$ cat src/rtl/scmc_pkg.sv
package scmc_pkg;

  localparam logic [1:0] OP_BYTE    = 2'd0;
  localparam logic [1:0] OP_TICK    = 2'd1;
  localparam logic [1:0] OP_TIMEOUT = 2'd2;

  localparam logic [1:0] MODE_DISC  = 2'd0;
  localparam logic [1:0] MODE_IDLE  = 2'd1;
  localparam logic [1:0] MODE_DASH  = 2'd2;
  localparam logic [1:0] MODE_SWEEP = 2'd3;

  localparam logic [1:0] REPLY_NONE  = 2'd0;
  localparam logic [1:0] REPLY_ACK   = 2'd1;
  localparam logic [1:0] REPLY_PONG  = 2'd2;

  localparam logic [2:0] LED_OFF   = 3'd0;
  localparam logic [2:0] LED_RED   = 3'd1;
  localparam logic [2:0] LED_GREEN = 3'd2;
  localparam logic [2:0] LED_BLUE  = 3'd4;

  localparam logic [7:0] NEWLINE_CODE = 8'h0A;

  // longest command text, in bytes
  localparam int CMD_BYTES = 14;
  localparam int CMD_W     = CMD_BYTES * 8;

  // command texts, first character in the top byte, right-justified
  localparam logic [CMD_W-1:0] PROBE_TXT = 112'h50726F6265206473504943205246;
  localparam int               PROBE_LEN = 14;
  localparam logic [31:0]      PING_TXT  = "Ping";
  localparam int               PING_LEN  = 4;
  localparam logic [79:0]      DASH_TXT  = "SetStaDash";
  localparam int               DASH_LEN  = 10;
  localparam logic [79:0]      IDLE_TXT  = "SetStaIdle";
  localparam int               IDLE_LEN  = 10;
  localparam logic [71:0]      SWEEP_TXT = "SetStaFre";
  localparam int               SWEEP_LEN = 9;

endpackage

$ cat src/rtl/scmc_if.sv
interface scmc_in_if #(
  parameter int SAMPLE_BITS = 12
);
  logic                   valid;
  logic                   ready;
  logic [1:0]             opcode;
  logic [7:0]             rx_byte;
  logic [SAMPLE_BITS-1:0] sample;

  modport source (output valid, output opcode, output rx_byte, output sample, input ready);
  modport sink   (input valid, input opcode, input rx_byte, input sample, output ready);
endinterface

interface scmc_out_if #(
  parameter int SAMPLE_BITS = 12
);
  logic                   valid;
  logic                   ready;
  logic [1:0]             mode;
  logic [2:0]             led_color;
  logic                   link_up;
  logic [1:0]             reply;
  logic                   restart_timeout;
  logic                   report_valid;
  logic [SAMPLE_BITS-1:0] report_value;

  modport source (
    output valid, output mode, output led_color, output link_up, output reply,
    output restart_timeout, output report_valid, output report_value, input ready
  );
  modport sink (
    input valid, input mode, input led_color, input link_up, input reply,
    input restart_timeout, input report_valid, input report_value, output ready
  );
endinterface

$ cat src/rtl/serial_command_mode_controller.sv
// Serial command and mode controller. Every beat on in_ch yields exactly one beat on out_ch,
// and one beat is taken per clock while in_ch.ready is high: a byte, tick or timeout updates
// the line buffer, command flags, link, mode and moving-average window in the cycle it is
// accepted, and its result lands in the output register the next cycle. in_ch.ready stays
// high while the output register is empty or being drained. A newline checks the buffered
// line against the five commands in parallel; the average is the running window sum times a
// fixed reciprocal, one multiplier in the tick path.
module serial_command_mode_controller
  import scmc_pkg::*;
#(
  parameter int LINE_BYTES  = 16,
  parameter int WINDOW_SIZE = 10,
  parameter int SAMPLE_BITS = 12
) (
  input  logic     clk,
  input  logic     rst_n,
  scmc_in_if.sink  in_ch,
  scmc_out_if.source out_ch
);

  localparam int POS_W        = $clog2(LINE_BYTES);
  localparam int SLOT_W       = $clog2(WINDOW_SIZE);
  localparam int SUM_W        = SAMPLE_BITS + SLOT_W;
  localparam int RECIP_SHIFT  = SUM_W + SLOT_W;
  localparam longint RECIP_INT =
    ((longint'(1) << RECIP_SHIFT) + longint'(WINDOW_SIZE) - 1) / longint'(WINDOW_SIZE);
  localparam logic [SUM_W:0] RECIP = (SUM_W+1)'(RECIP_INT);
  localparam int PROD_W       = 2 * SUM_W + 1;
  localparam logic [POS_W-1:0]  POS_LAST  = POS_W'(LINE_BYTES - 1);
  localparam logic [SLOT_W-1:0] SLOT_LAST = SLOT_W'(WINDOW_SIZE - 1);

  typedef logic [7:0] line_t [LINE_BYTES];
  typedef logic [SAMPLE_BITS-1:0] window_t [WINDOW_SIZE];

  function automatic logic line_match(input line_t ln, input logic [CMD_W-1:0] txt,
                                      input int len);
    logic ok;
    ok = 1'b1;
    for (int i = 0; i <= CMD_BYTES; i++) begin
      if (i < len) begin
        if (ln[i] != txt[(len-1-i)*8 +: 8]) ok = 1'b0;
      end else if (i == len) begin
        if (ln[i] != 8'd0) ok = 1'b0;
      end
    end
    return ok;
  endfunction

  line_t                  line_r, line_nxt, line_eff;
  logic [POS_W-1:0]       pos_r, pos_nxt;
  logic                   link_r, link_nxt;
  logic                   dash_req_r, dash_req_nxt;
  logic                   idle_req_r, idle_req_nxt;
  logic                   sweep_req_r, sweep_req_nxt;
  logic [1:0]             mode_r, mode_nxt;
  window_t                win_r, win_nxt;
  logic [SLOT_W-1:0]      slot_r, slot_nxt;
  logic [SUM_W-1:0]       sum_r, sum_nxt, sum_upd;
  logic [SAMPLE_BITS-1:0] last_r, last_nxt;

  logic [PROD_W-1:0]      prod;
  logic [SAMPLE_BITS-1:0] avg;
  logic [7:0]             wr_byte;
  logic                   is_nl;

  logic                   accept;
  logic                   out_valid_r;
  logic [1:0]             out_mode_r;
  logic [2:0]             out_led_r, led;
  logic                   out_link_r;
  logic [1:0]             out_reply_r, reply;
  logic                   out_restart_r, restart;
  logic                   out_rep_valid_r, rep_valid;
  logic [SAMPLE_BITS-1:0] out_rep_value_r, rep_value;

  assign in_ch.ready = !out_valid_r || out_ch.ready;
  assign accept      = in_ch.valid && in_ch.ready;

  assign is_nl   = (in_ch.rx_byte == NEWLINE_CODE);
  assign wr_byte = is_nl ? 8'd0 : in_ch.rx_byte;

  always_comb begin
    for (int i = 0; i < LINE_BYTES; i++) begin
      line_eff[i] = (POS_W'(i) == pos_r) ? wr_byte : line_r[i];
    end
  end

  assign sum_upd = sum_r - SUM_W'(win_r[slot_r]) + SUM_W'(in_ch.sample);
  assign prod    = PROD_W'(sum_upd) * PROD_W'(RECIP);
  assign avg     = prod[RECIP_SHIFT +: SAMPLE_BITS];

  always_comb begin
    case (mode_r)
      MODE_DISC:  led = LED_RED;
      MODE_IDLE:  led = LED_OFF;
      MODE_DASH:  led = LED_GREEN;
      default:    led = LED_BLUE;
    endcase
  end

  always_comb begin
    line_nxt      = line_r;
    pos_nxt       = pos_r;
    link_nxt      = link_r;
    dash_req_nxt  = dash_req_r;
    idle_req_nxt  = idle_req_r;
    sweep_req_nxt = sweep_req_r;
    mode_nxt      = mode_r;
    win_nxt       = win_r;
    slot_nxt      = slot_r;
    sum_nxt       = sum_r;
    last_nxt      = last_r;
    reply         = REPLY_NONE;
    restart       = 1'b0;
    rep_valid     = 1'b0;
    rep_value     = '0;

    if (accept) begin
      case (in_ch.opcode)
        OP_BYTE: begin
          if (is_nl) begin
            restart = 1'b1;
            if (line_match(line_eff, PROBE_TXT, PROBE_LEN)) begin
              reply    = REPLY_ACK;
              link_nxt = 1'b1;
            end else if (line_match(line_eff, CMD_W'(PING_TXT), PING_LEN)) begin
              reply = REPLY_PONG;
            end else if (line_match(line_eff, CMD_W'(DASH_TXT), DASH_LEN)) begin
              dash_req_nxt = 1'b1;
            end else if (line_match(line_eff, CMD_W'(IDLE_TXT), IDLE_LEN)) begin
              idle_req_nxt = 1'b1;
            end else if (line_match(line_eff, CMD_W'(SWEEP_TXT), SWEEP_LEN)) begin
              sweep_req_nxt = 1'b1;
            end
            for (int i = 0; i < LINE_BYTES; i++) line_nxt[i] = 8'd0;
            pos_nxt = '0;
          end else begin
            line_nxt = line_eff;
            pos_nxt  = (pos_r == POS_LAST) ? pos_r : pos_r + POS_W'(1);
          end
        end
        OP_TICK: begin
          case (mode_r)
            MODE_DISC: begin
              if (link_r) mode_nxt = MODE_IDLE;
            end
            MODE_IDLE: begin
              if (!link_r) begin
                mode_nxt = MODE_DISC;
              end else if (idle_req_r) begin
                idle_req_nxt = 1'b0;
              end else if (dash_req_r) begin
                dash_req_nxt = 1'b0;
                mode_nxt     = MODE_DASH;
              end else if (sweep_req_r) begin
                sweep_req_nxt = 1'b0;
                mode_nxt      = MODE_SWEEP;
              end
            end
            MODE_DASH: begin
              if (!link_r) begin
                mode_nxt = MODE_DISC;
              end else if (dash_req_r) begin
                dash_req_nxt = 1'b0;
              end else if (idle_req_r) begin
                idle_req_nxt = 1'b0;
                mode_nxt     = MODE_IDLE;
              end else begin
                win_nxt[slot_r] = in_ch.sample;
                sum_nxt         = sum_upd;
                slot_nxt        = (slot_r == SLOT_LAST) ? '0 : slot_r + SLOT_W'(1);
                if (avg != last_r) begin
                  rep_valid = 1'b1;
                  rep_value = avg;
                  last_nxt  = avg;
                end
              end
            end
            default: begin
              if (!link_r) begin
                mode_nxt = MODE_DISC;
              end else if (sweep_req_r) begin
                sweep_req_nxt = 1'b0;
              end else if (idle_req_r) begin
                idle_req_nxt = 1'b0;
                mode_nxt     = MODE_IDLE;
              end
            end
          endcase
        end
        OP_TIMEOUT: begin
          link_nxt = 1'b0;
        end
        default: begin
        end
      endcase
    end
  end

  always_ff @(posedge clk) begin
    if (!rst_n) begin
      for (int i = 0; i < LINE_BYTES; i++) line_r[i] <= 8'd0;
      for (int i = 0; i < WINDOW_SIZE; i++) win_r[i] <= '0;
      pos_r       <= '0;
      link_r      <= 1'b0;
      dash_req_r  <= 1'b0;
      idle_req_r  <= 1'b0;
      sweep_req_r <= 1'b0;
      mode_r      <= MODE_DISC;
      slot_r      <= '0;
      sum_r       <= '0;
      last_r      <= '0;
      out_valid_r <= 1'b0;
    end else begin
      line_r      <= line_nxt;
      win_r       <= win_nxt;
      pos_r       <= pos_nxt;
      link_r      <= link_nxt;
      dash_req_r  <= dash_req_nxt;
      idle_req_r  <= idle_req_nxt;
      sweep_req_r <= sweep_req_nxt;
      mode_r      <= mode_nxt;
      slot_r      <= slot_nxt;
      sum_r       <= sum_nxt;
      last_r      <= last_nxt;
      if (accept) begin
        out_valid_r <= 1'b1;
      end else if (out_ch.ready) begin
        out_valid_r <= 1'b0;
      end
    end
  end

  always_ff @(posedge clk) begin
    if (accept) begin
      out_mode_r      <= mode_nxt;
      out_led_r       <= led;
      out_link_r      <= link_nxt;
      out_reply_r     <= reply;
      out_restart_r   <= restart;
      out_rep_valid_r <= rep_valid;
      out_rep_value_r <= rep_value;
    end
  end

  assign out_ch.valid           = out_valid_r;
  assign out_ch.mode            = out_mode_r;
  assign out_ch.led_color       = out_led_r;
  assign out_ch.link_up         = out_link_r;
  assign out_ch.reply           = out_reply_r;
  assign out_ch.restart_timeout = out_restart_r;
  assign out_ch.report_valid    = out_rep_valid_r;
  assign out_ch.report_value    = out_rep_value_r;

endmodule
$ cat src/flat_wrapper.sv
// flat-port wrapper written by rule: the top's interface ports become plain ports
module serial_command_mode_controller_flat import scmc_pkg::*;
#(
  parameter int LINE_BYTES  = 16,
  parameter int WINDOW_SIZE = 10,
  parameter int SAMPLE_BITS = 12
)
  (clk, rst_n, in_ch_valid, in_ch_opcode, in_ch_rx_byte, in_ch_sample, in_ch_ready, out_ch_valid, out_ch_mode, out_ch_led_color, out_ch_link_up, out_ch_reply, out_ch_restart_timeout, out_ch_report_valid, out_ch_report_value, out_ch_ready);
  scmc_in_if #(.SAMPLE_BITS(SAMPLE_BITS)) in_ch_i ();
  scmc_out_if #(.SAMPLE_BITS(SAMPLE_BITS)) out_ch_i ();
  input  logic clk;
  input  logic rst_n;
  input wire logic [$bits(in_ch_i.valid)-1:0] in_ch_valid;
  input wire logic [$bits(in_ch_i.opcode)-1:0] in_ch_opcode;
  input wire logic [$bits(in_ch_i.rx_byte)-1:0] in_ch_rx_byte;
  input wire logic [$bits(in_ch_i.sample)-1:0] in_ch_sample;
  output wire logic [$bits(in_ch_i.ready)-1:0] in_ch_ready;
  output wire logic [$bits(out_ch_i.valid)-1:0] out_ch_valid;
  output wire logic [$bits(out_ch_i.mode)-1:0] out_ch_mode;
  output wire logic [$bits(out_ch_i.led_color)-1:0] out_ch_led_color;
  output wire logic [$bits(out_ch_i.link_up)-1:0] out_ch_link_up;
  output wire logic [$bits(out_ch_i.reply)-1:0] out_ch_reply;
  output wire logic [$bits(out_ch_i.restart_timeout)-1:0] out_ch_restart_timeout;
  output wire logic [$bits(out_ch_i.report_valid)-1:0] out_ch_report_valid;
  output wire logic [$bits(out_ch_i.report_value)-1:0] out_ch_report_value;
  input wire logic [$bits(out_ch_i.ready)-1:0] out_ch_ready;
  assign in_ch_i.valid = in_ch_valid;
  assign in_ch_i.opcode = in_ch_opcode;
  assign in_ch_i.rx_byte = in_ch_rx_byte;
  assign in_ch_i.sample = in_ch_sample;
  assign in_ch_ready = in_ch_i.ready;
  assign out_ch_valid = out_ch_i.valid;
  assign out_ch_mode = out_ch_i.mode;
  assign out_ch_led_color = out_ch_i.led_color;
  assign out_ch_link_up = out_ch_i.link_up;
  assign out_ch_reply = out_ch_i.reply;
  assign out_ch_restart_timeout = out_ch_i.restart_timeout;
  assign out_ch_report_valid = out_ch_i.report_valid;
  assign out_ch_report_value = out_ch_i.report_value;
  assign out_ch_i.ready = out_ch_ready;
  serial_command_mode_controller #(.LINE_BYTES(LINE_BYTES), .WINDOW_SIZE(WINDOW_SIZE), .SAMPLE_BITS(SAMPLE_BITS)) u_core (.clk(clk), .rst_n(rst_n), .in_ch(in_ch_i), .out_ch(out_ch_i));
endmodule
$ cat config.mk
export PLATFORM = sky130hd
export DESIGN_NAME = serial_command_mode_controller_flat
export DESIGN_NICKNAME = d
export VERILOG_FILES = /design/src/rtl/scmc_pkg.sv /design/src/rtl/scmc_if.sv /design/src/rtl/serial_command_mode_controller.sv /design/src/flat_wrapper.sv
export SDC_FILE = /design/constraint.sdc
export NUM_CORES = 1
export LEC_CHECK = 0
export ABC_AREA = 1
export BUFFER_PORTS_ARGS = -buffer_cell sky130_fd_sc_hd__buf_2
export CAP_MARGIN = 20
export CORE_ASPECT_RATIO = 1.25
export CORE_MARGIN = 2
export CORE_UTILIZATION = 50
export CTS_BUF_LIST = sky130_fd_sc_hd__clkbuf_16
export DETAILED_ROUTE_END_ITERATION = 6
export PLACE_DENSITY = 0.69
export SLEW_MARGIN = 20
export SYNTH_ARGS = -nofsm -noshare
export SYNTH_HDL_FRONTEND = slang
export SYNTH_SLANG_ARGS = --single-unit
$ cat constraint.sdc
create_clock -name clk -period 8.8 [get_ports clk]
set_input_delay 0.44 -clock clk [delete_from_list [all_inputs] [get_ports clk]]
set_output_delay 0.44 -clock clk [all_outputs]
set_load 0.05 [all_outputs]
# ---- Yosys cells after proc, flatten, opt, wreduce, memory -nomap -nowiden
# Cells that the tools add are included.
dict set report word_totals {
  ff_bits 305
  elab_cells 305
  inputBits 26
  output_inout_bits 24
}
dict set report op_classes {
  n_mul 1
  bitwise 9
  mux 145
  add_sub_neg 4
  eq_ne 76
  n_lt_le_gt_ge 2
  n_reduce_logical 25
}
# op count
set ops {}
lappend ops {{$ne A8 B7 Y1 const B} 32}
lappend ops {{$mux W8} 17}
lappend ops {{$mux W128} 1}
lappend ops {{$bwmux W120} 1}
lappend ops {{$mux W1} 96}
lappend ops {{$bmux W12 S4} 1}
lappend ops {{$demux W12 S4} 1}
lappend ops {{$mux W12} 3}
lappend ops {{$eq A4 B4 Y1 const A} 8}
lappend ops {{$reduce_bool A8 Y1} 4}
lappend ops {{$mul A16 B16 Y31 const B} 1}
lappend ops {{$mux W2} 13}
lappend ops {{$add A16 B12 Y16} 1}
lappend ops {{$eq A3 B4 Y1 const A} 4}
lappend ops {{$ne A8 B6 Y1 const B} 2}
lappend ops {{$sub A16 B12 Y16} 1}
lappend ops {{$mux W4} 3}
lappend ops {{$ne A12 B12 Y1} 1}
lappend ops {{$ne A2 B1 Y1 const B} 6}
lappend ops {{$ne A2 B2 Y1 const B} 6}
lappend ops {{$pmux W1 S2} 6}
lappend ops {{$reduce_and A12 Y1} 1}
lappend ops {{$reduce_and A11 Y1} 1}
lappend ops {{$reduce_and A10 Y1} 1}
lappend ops {{other kinds (32)} 51}

# ---- Logic depth before layout (Yosys ltp)
# Gate-level depths: netlist of run 1.
dict set report depth {
  word_depth 51
  ltp_mapped 56
  ltp_nobuf 54
}

# ---- Least setup slack after synthesis of run 1
# No wires, ideal clock.
dict set report synth_timing {
  path_kind {register -> register}
  from {reg u_core.slot_r[0]}
  to {reg u_core.out_rep_value_r[0] (netlist: u_core.out_ch.report_value[0]) (data pin)}
  stages_incl_launch_ff 49
  setup_time_ns 0.259
  arrival_time_ns 8.282
  setup_slack_ns 0.259
  n_path_buf 3
  period_less_slack_ns 8.541
  t_required_ns 8.541
  path_cell_list {dfxtp_1 > nor2_1 > inv_2 > nor3_1 > clkbuf_1 > nand2_1 > o2111ai_1 > fa_1 > fa_1 > inv_1 > nand2_1 > nor2_1 > a211oi_1 > o21ai_0 > a21boi_0 > o21ai_2 > nand2_1 > nand2_1 > [13 not listed] > ha_1 > a21oi_1 > a21boi_0 > nand2_1 > a21oi_1 > nand2_1 > nand2_1 > nand2_1 > nand2_1 > nand2_1 > nor2_1 > nand2_1 > nor2_1 > nand2_1 > buf_2 > nand2_1 > buf_4 > nor2_1}
}
dict set report synth_via {
  elab_chain_cells 10
}
# element line_no
set synth_rtl {}
lappend synth_rtl {{start, declared} serial_command_mode_controller.sv:57} ;# logic [SLOT_W-1:0] slot_r, slot_nxt;
lappend synth_rtl {{start signal, assigned} serial_command_mode_controller.sv:223} ;# slot_r <= slot_nxt;
lappend synth_rtl {{$not A4 Y5 (not written as such) *} serial_command_mode_controller.sv:88} ;# assign sum_upd = sum_r - SUM_W'(win_r[slot_r]) + SUM_W'(in_ch.sample);
lappend synth_rtl {{$bmux W12 S4 *} serial_command_mode_controller.sv:88}
lappend synth_rtl {{$mux W12 (not written as such) * (2 in series)} serial_command_mode_controller.sv:88}
lappend synth_rtl {{$sub A16 B12 Y16 *} serial_command_mode_controller.sv:88}
lappend synth_rtl {{$add A16 B12 Y16 *} serial_command_mode_controller.sv:88}
lappend synth_rtl {{named net u_core.sum_upd[12]} serial_command_mode_controller.sv:58} ;# logic [SUM_W-1:0] sum_r, sum_nxt, sum_upd;
lappend synth_rtl {{$mul A16 B16 Y31 *} serial_command_mode_controller.sv:89} ;# assign prod = PROD_W'(sum_upd) * PROD_W'(RECIP);
lappend synth_rtl {{$ne A12 B12 Y1} serial_command_mode_controller.sv:172} ;# if (avg != last_r) begin
lappend synth_rtl {{$not A1 Y1 (no source line)} n/a}
lappend synth_rtl {{$reduce_or A6 Y1 (no source line)} n/a}
lappend synth_rtl {{end signal, assigned} serial_command_mode_controller.sv:242} ;# out_rep_value_r <= rep_value;
lappend synth_rtl {{end, declared} serial_command_mode_controller.sv:74} ;# logic [SAMPLE_BITS-1:0] out_rep_value_r, rep_value;
# The timed path passes the listed nets; every way through them passes the cells marked *. The select of a mux whose other input is x is not followed.
# A chain may end at the register's enable or synchronous reset.

# ---- Worst setup path in the final report of run 1
dict set report layout_timing {
  from {reg u_core.slot_r[0]}
  to {reg u_core.out_rep_value_r[11] (netlist: u_core.out_ch.report_value[11]) (data pin)}
}
# Same word-level chain as after synthesis.

==> results.md, run 1 <==
- CP max-delay cell: fa_1
- Antenna Violating Nets Remaining: 0
- Clk_lat worst skew: 560 ps
- Port buffer count: 49
- First-pass GRT wire length: 94.0 mm
- Max_cap viols: 0
- Total grt overflow: 0
- Crit-path max FO: 17
- CTS tree: built
- Yosys cell types: 49
- Layout area overhead: 13.1%
- Largest buffer count on any clock path: 3
- Final cell count without fillers: 3570
- Row count: 83
- Yosys warnings: 0
- Fin crit share: 0.952
- Slew @ Worst Pin: 1130 ps
- Syn Nets: 3203
- Total number of vias: 19100
- Die Ht: 231 microns
- GPL Wtd Cong: 0.967
- Met1 Routed Length: 24.0 mm
- Cell count of the worst reg-to-reg path: 49
- Startpoint types: register
- Final wirelength: 58.7 mm
- Status: finished clean
- Multi-input logic area: 0.0124 sq mm
- Number of global-route vias before repair: 18400
- Post-synthesis cell type with the largest combined area: dfxtp_1
- Top Metal Used: met4
- Top cells by area, synth: dfxtp_1 27%, nand2_1 12%, inv_1 9.1%
- Post-synth EDFFs: 22
- Root Buffer: clkbuf_16
- # nets final: 3250
- Fin crit period: 8380 ps
- Min-Delay Path Class: in -> reg
- Critical path's largest stage delay: 540 ps
- CP dominant cell by count: nand2_1
- Synth Flop Type: dfxtp_1
- Syn avg cell area: 7.01 sq um
- WL met2: 29.4 mm
- Clock skew: 22.8 ps
- Largest net degree at the start of global routing: 114
- WHS Path Cells: 4
- Relative slew slack: 0.244
- Final hold vios: 0
- Critical path class: reg -> reg
- Die area: 0.0429 sq mm
- Storage cell area: 0.00633 sq mm
- Syn Inst Count: 2944
- TritonCTS Buffers: 34
- CORE AREA: 0.0409 sq mm
- Vias/cell: 5.36
- Critical path arrival: 8680 ps
- Share of cells above drive strength 1: 0.113
- Clock Pin Slew Worst Setup and Hold Paths: 60 ps
- Max Clk Rate: 119 MHz
- CTS HTree Levels: 2
- # IOs: 50
- Async S/R FF share, synth: 0
- Final setup viols: 0
- Gr usage total: 0.274
- Critical path data required time: 9100 ps
- Cells after DPL: 3496
- Die width: 186 microns
- Seq/Total Area, Yosys: 0.306
- Initial antenna violation count: 1
- Fillers: 3952
- Met3 wire len: 2.70 mm
- Final slew viol count: 0
- Synth top area share: 0.274
- Post-DR wirelength/cell: 16.4 microns
- Initial drt markers: 1312
- Synth Register Bits: 305
- Hold-fix buffers, CTS: 0
- DR DRC count: 0
- DP Wirelength: 42.8 mm
- Crit end category: register
- Num Clock Sinks: 305
- Netlist area before placement: 0.0206 sq mm
- Drt pass-1 iters: 6
- Initial core utilization: 0.505
## layout by cell type, fill, tap and decap left out, types with 11 or more instances in the layout
| master | count |
|---|---|
| nand2_2 | 20 |
| ha_1 | 126 |
| a21oi_2 | 14 |
| nor3_1 | 17 |
| o21ai_0 | 258 |
| clkbuf_16 | 34 |
| nor2_1 | 175 |
| clkinv_1 | 11 |
| dfxtp_1 | 281 |
| o21ai_1 | 27 |
| o22ai_1 | 50 |
| nand2_1 | 626 |
| buf_4 | 85 |
| or2_2 | 40 |
| a21oi_1 | 303 |
| nand4_1 | 17 |
| buf_2 | 48 |
| nand3_1 | 111 |
| xor2_1 | 11 |
| fa_1 | 89 |
| inv_2 | 14 |
| edfxtp_1 | 22 |
| inv_1 | 500 |
| ha_4 | 17 |
## flip-flops by register name (all words and copies together), names as in the netlist
signal,cells
u_core.last_r,12
u_core.out_ch.restart_timeout,1
u_core.out_ch.link_up,1
u_core.out_ch.mode,2
u_core.out_ch.reply,2
u_core.link_r,1
u_core.pos_r,4
u_core.mode_r,2
u_core.sum_r,16
u_core.sweep_req_r,1
u_core.out_ch.valid,1
u_core.slot_r,4
u_core.line_r,120
u_core.out_ch.report_valid,1
u_core.out_ch.led_color,3
u_core.win_r,120
u_core.dash_req_r,1
u_core.idle_req_r,1
u_core.out_ch.report_value,12
## timing repair
action / 4_1_cts / 5_1_grt
endpoints found under the setup margin: 25 / 25
setup buffers: 0 / 10
gates resized for setup: 7 / 127
cloned: 0 / 1
pin swaps: 1 / 39
## cell usage after synthesis, types with 5 or more instances
| library cell | count |
|---|---|
| o2111ai_1 | 14 |
| clkbuf_1 | 105 |
| nand2_1 | 644 |
| edfxtp_1 | 22 |
| inv_1 | 500 |
| inv_2 | 6 |
| buf_6 | 5 |
| or2_2 | 40 |
| nand3_1 | 112 |
| buf_2 | 8 |
| xnor2_1 | 8 |
| o21ai_0 | 281 |
| a21o_1 | 5 |
| a21oi_1 | 317 |
| o22ai_1 | 50 |
| o21bai_1 | 5 |
| ha_1 | 144 |
| buf_1 | 6 |
| nand4_1 | 17 |
| o21ai_1 | 7 |
| nor3_1 | 18 |
| nor2_1 | 190 |
| fa_1 | 89 |
| buf_4 | 5 |
| dfxtp_1 | 283 |
| xor2_1 | 16 |
| nand3b_1 | 6 |
## cells by family (layout without fill, tap and decap cells)
logic type / count (synthesis) / in the layout / share of synthesized area
AOI/OAI and AO/OA: 698 / 698 / 0.179
xor gates and xnor gates: 25 / 25 / 0.0113
adders and majority gates: 233 / 233 / 0.174
buffers and inverters: 638 / 711 / 0.120
DFF: 305 / 305 / 0.306
other: 0 / 1 / 0
and+or+nand+nor: 1045 / 1045 / 0.210
## final timing paths
path,start,to,slack [ps]
setup / recovery,u_core.slot_r[0],u_core.out_ch.report_value[11],420
hold / removal,out_ch_ready,u_core.out_ch.valid,200
setup reg to reg,u_core.slot_r[0],u_core.out_ch.report_value[11],420
hold reg to reg,u_core.win_r[15],u_core.win_r[15],450
## layer usage
layer  vias up  global-route usage
met4         0               0.122
li1       9528                   -
met3       157              0.0352
met5         -                   0
met1      8935               0.327
met2       517               0.486
## cell type report
type | count | area share
clock inverters | 28 | 0.00815
clock buffers | 34 | 0.0365
inverters | 508 | 0.0819
flip-flops and latches | 305 | 0.271
well taps | 552 | 0.0296
multi-input cells | 2001 | 0.530
repair buffers | 140 | 0.0425
repair inverters | 1 | 0.000322
diodes | 1 | 0.000107
## critical path: cells and delay by family, from the launching register on
kind | cells | cell delay (ps)
AOI/OAI and AO/OA | 11 | 1750
adders and majority gates | 9 | 3720
buffers and inverters | 10 | 770
DFF | 1 | 370
and+or+nand+nor | 19 | 1480
## stage by stage
stage / utilization / cell area (sq um) / TNS, ps / hold slack [ps] / worst slack [ps]
2_1_floorplan: - / 20600 / 0 / 424 / 259
3_3_place_gp: 0.530 / 21700 / 0 / 434 / 24.6
3_5_place_dp: 0.530 / 21700 / -1870 / 438 / -127
4_1_cts: 0.556 / 22800 / 0 / 177 / 11.6
5_1_grt: 0.570 / 23300 / -647 / 212 / -58.4
6_report: 0.570 / 23300 / 0 / 200 / 419
Power of run 1 is not shown: default switching activity piles up to over one toggle a cycle in this logic, so the estimate is an artifact.
==> inputs of run 2 (changes only) <==
--- a/config.mk
+++ b/config.mk
@@ -6,12 +6,12 @@
 export NUM_CORES = 1
 export LEC_CHECK = 0
 export ABC_AREA = 1
-export BUFFER_PORTS_ARGS = -buffer_cell sky130_fd_sc_hd__buf_2
+export BUFFER_PORTS_ARGS = -buffer_cell sky130_fd_sc_hd__buf_4
 export CAP_MARGIN = 20
 export CORE_ASPECT_RATIO = 1.25
 export CORE_MARGIN = 2
 export CORE_UTILIZATION = 50
-export CTS_BUF_LIST = sky130_fd_sc_hd__clkbuf_16
+export CTS_BUF_LIST = sky130_fd_sc_hd__clkbuf_8
 export DETAILED_ROUTE_END_ITERATION = 6
 export PLACE_DENSITY = 0.69
 export SLEW_MARGIN = 20
==> results.md, run 2 (synthesis gave the netlist of run 1 again) <==
- Crit. Startpoint: u_core.slot_r[1]
- Most frequent cells in the layout: 621 x nand2_1, 505 x inv_1, 300 x a21oi_1
- Critical path arrival: 8800 ps
- DP Wirelength: 43.3 mm
- CTS tree: built
- Share of cells above drive strength 1: 0.149
- Max Clk Rate: 119 MHz
- Largest net degree at the start of global routing: 124
- Hold_sp: out_ch_ready
- # nets final: 3313
- Critical path's largest stage delay: 540 ps
- GPL Wtd Cong: 0.935
- Vias/cell: 5.30
- Layout area overhead: 17.1%
- # IOs: 50
- Crit-path max FO: 7
- Initial core utilization: 0.505
- Final setup viols: 0
- Post-DR wirelength/cell: 16.5 microns
- Min-Delay Path Class: in -> reg
- Total number of vias: 19300
- Gr usage total: 0.278
- Final slew viol count: 0
- Max_cap viols: 0
- TritonCTS Buffers: 52
- DR DRC count: 0
- Ant diodes: 0
- Largest buffer count on any clock path: 3
- CORE AREA: 0.0409 sq mm
- Number of global-route vias before repair: 18800
- Total grt overflow: 0
- Port buffer count: 49
- CP max-delay cell: fa_1
- Root Buffer: clkbuf_8
- CP bufs+invs: 12
- Largest registers: u_core.line_r x120, u_core.win_r x120, u_core.sum_r x16
- Cells after DPL: 3533
- Crit end category: register
- Initial drt markers: 1280
- Area post-placement: 0.0221 sq mm
- Critical path class: reg -> reg
- Storage cell area: 0.00633 sq mm
- Row count: 83
- Die area: 0.0429 sq mm
- FF-to-FF Start: u_core.slot_r[1]
- GR Layer Usage met2: 0.494
- Clk_lat worst skew: 660 ps
- Multi-input logic area: 0.0126 sq mm
- Gr busiest metal: met2
- CTS HTree Levels: 2
- GRT met3 Usage: 0.0376
- Num Clock Sinks: 305
- Critical path data required time: 9180 ps
- Fillers: 3829
- Status: finished clean
- CP Depth: 51
- First-pass GRT wire length: 95.7 mm
- Initial antenna violation count: 0
- Die Ht: 231 microns
- Final wirelength: 60.2 mm
- Clock Pin Slew Worst Setup and Hold Paths: 60 ps
- Met1 usage: 0.334
- Slew @ Worst Pin: 1130 ps
- Die width: 186 microns
- Final instance area: 0.0242 sq mm
- Delay-heaviest family, CP: adder cells
- Clock skew: 56.0 ps
- WHS Path Cells: 4
- Startpoint types: register
- Final hold vios: 0
- Fin crit period: 8420 ps
- Antenna Violating Nets Remaining: 0
- Fin crit share: 0.957
- Most common cell after layout, fill and taps aside: nand2_1
- Relative slew slack: 0.249
- CP dominant cell by count: nand2_1
- Cell count of the worst reg-to-reg path: 51
- Drt pass-1 iters: 5
- Final cell count without fillers: 3648
==> run 2: repair_timing <==
item,4_1_cts,5_1_grt
pin swaps,3,83
hold buffers,0,0
resized for setup,21,180
setup buffers,1,15
hold endpoints to repair,0,0
gates cloned,0,3
setup endpoints to repair,25,25
==> run 2: metal layers <==
layer  wire, microns  vias to the layer above
li1                -                     9663
met1           25100                     9070
met2           30300                      468
met3            2460                      148
met4            2310                        0
met5               0                        -
==> run 2: final cells by class <==
cell class / count / share of cell area
tap: 552 / 0.0286
inverter: 508 / 0.0792
sequential: 305 / 0.262
clock inverter: 27 / 0.00543
timing repair buffer: 186 / 0.0639
multi-input combinational: 2001 / 0.522
clock buffer: 69 / 0.0393
==> run 2: path summary, 6_finish.rpt <==
kind,end,slack [ps]
setup / recovery,u_core.out_ch.report_value[10],380
hold / removal,u_core.out_ch.valid,110
hold reg to reg,u_core.win_r[17],450
setup reg to reg,u_core.out_ch.report_value[10],380
==> run 2: through the flow <==
step | util | setup TNS, ps | worst slack (ps) | hold WS (ps)
finish | 0.591 | 0 | 377 | 108
global route | 0.591 | -1370 | -82.8 | 109
detailed placement | 0.539 | -7070 | -336 | 438
CTS | 0.567 | 0 | 9.36 | 60.8
floorplan | - | 0 | 259 | 424
global placement | 0.539 | -4160 | -223 | 433
==> run 2: worst reg2reg max path, delay by kind of cell, from the launching register on <==
kind                       cells  cell delay (ps)
adders and majority gates      9             3690
and+or+nand+nor               23             2060
buffers and inverters         12             1120
AOI/OAI and AO/OA              7              910
DFF                            1              370
Power of run 2 is left out for the same reason.
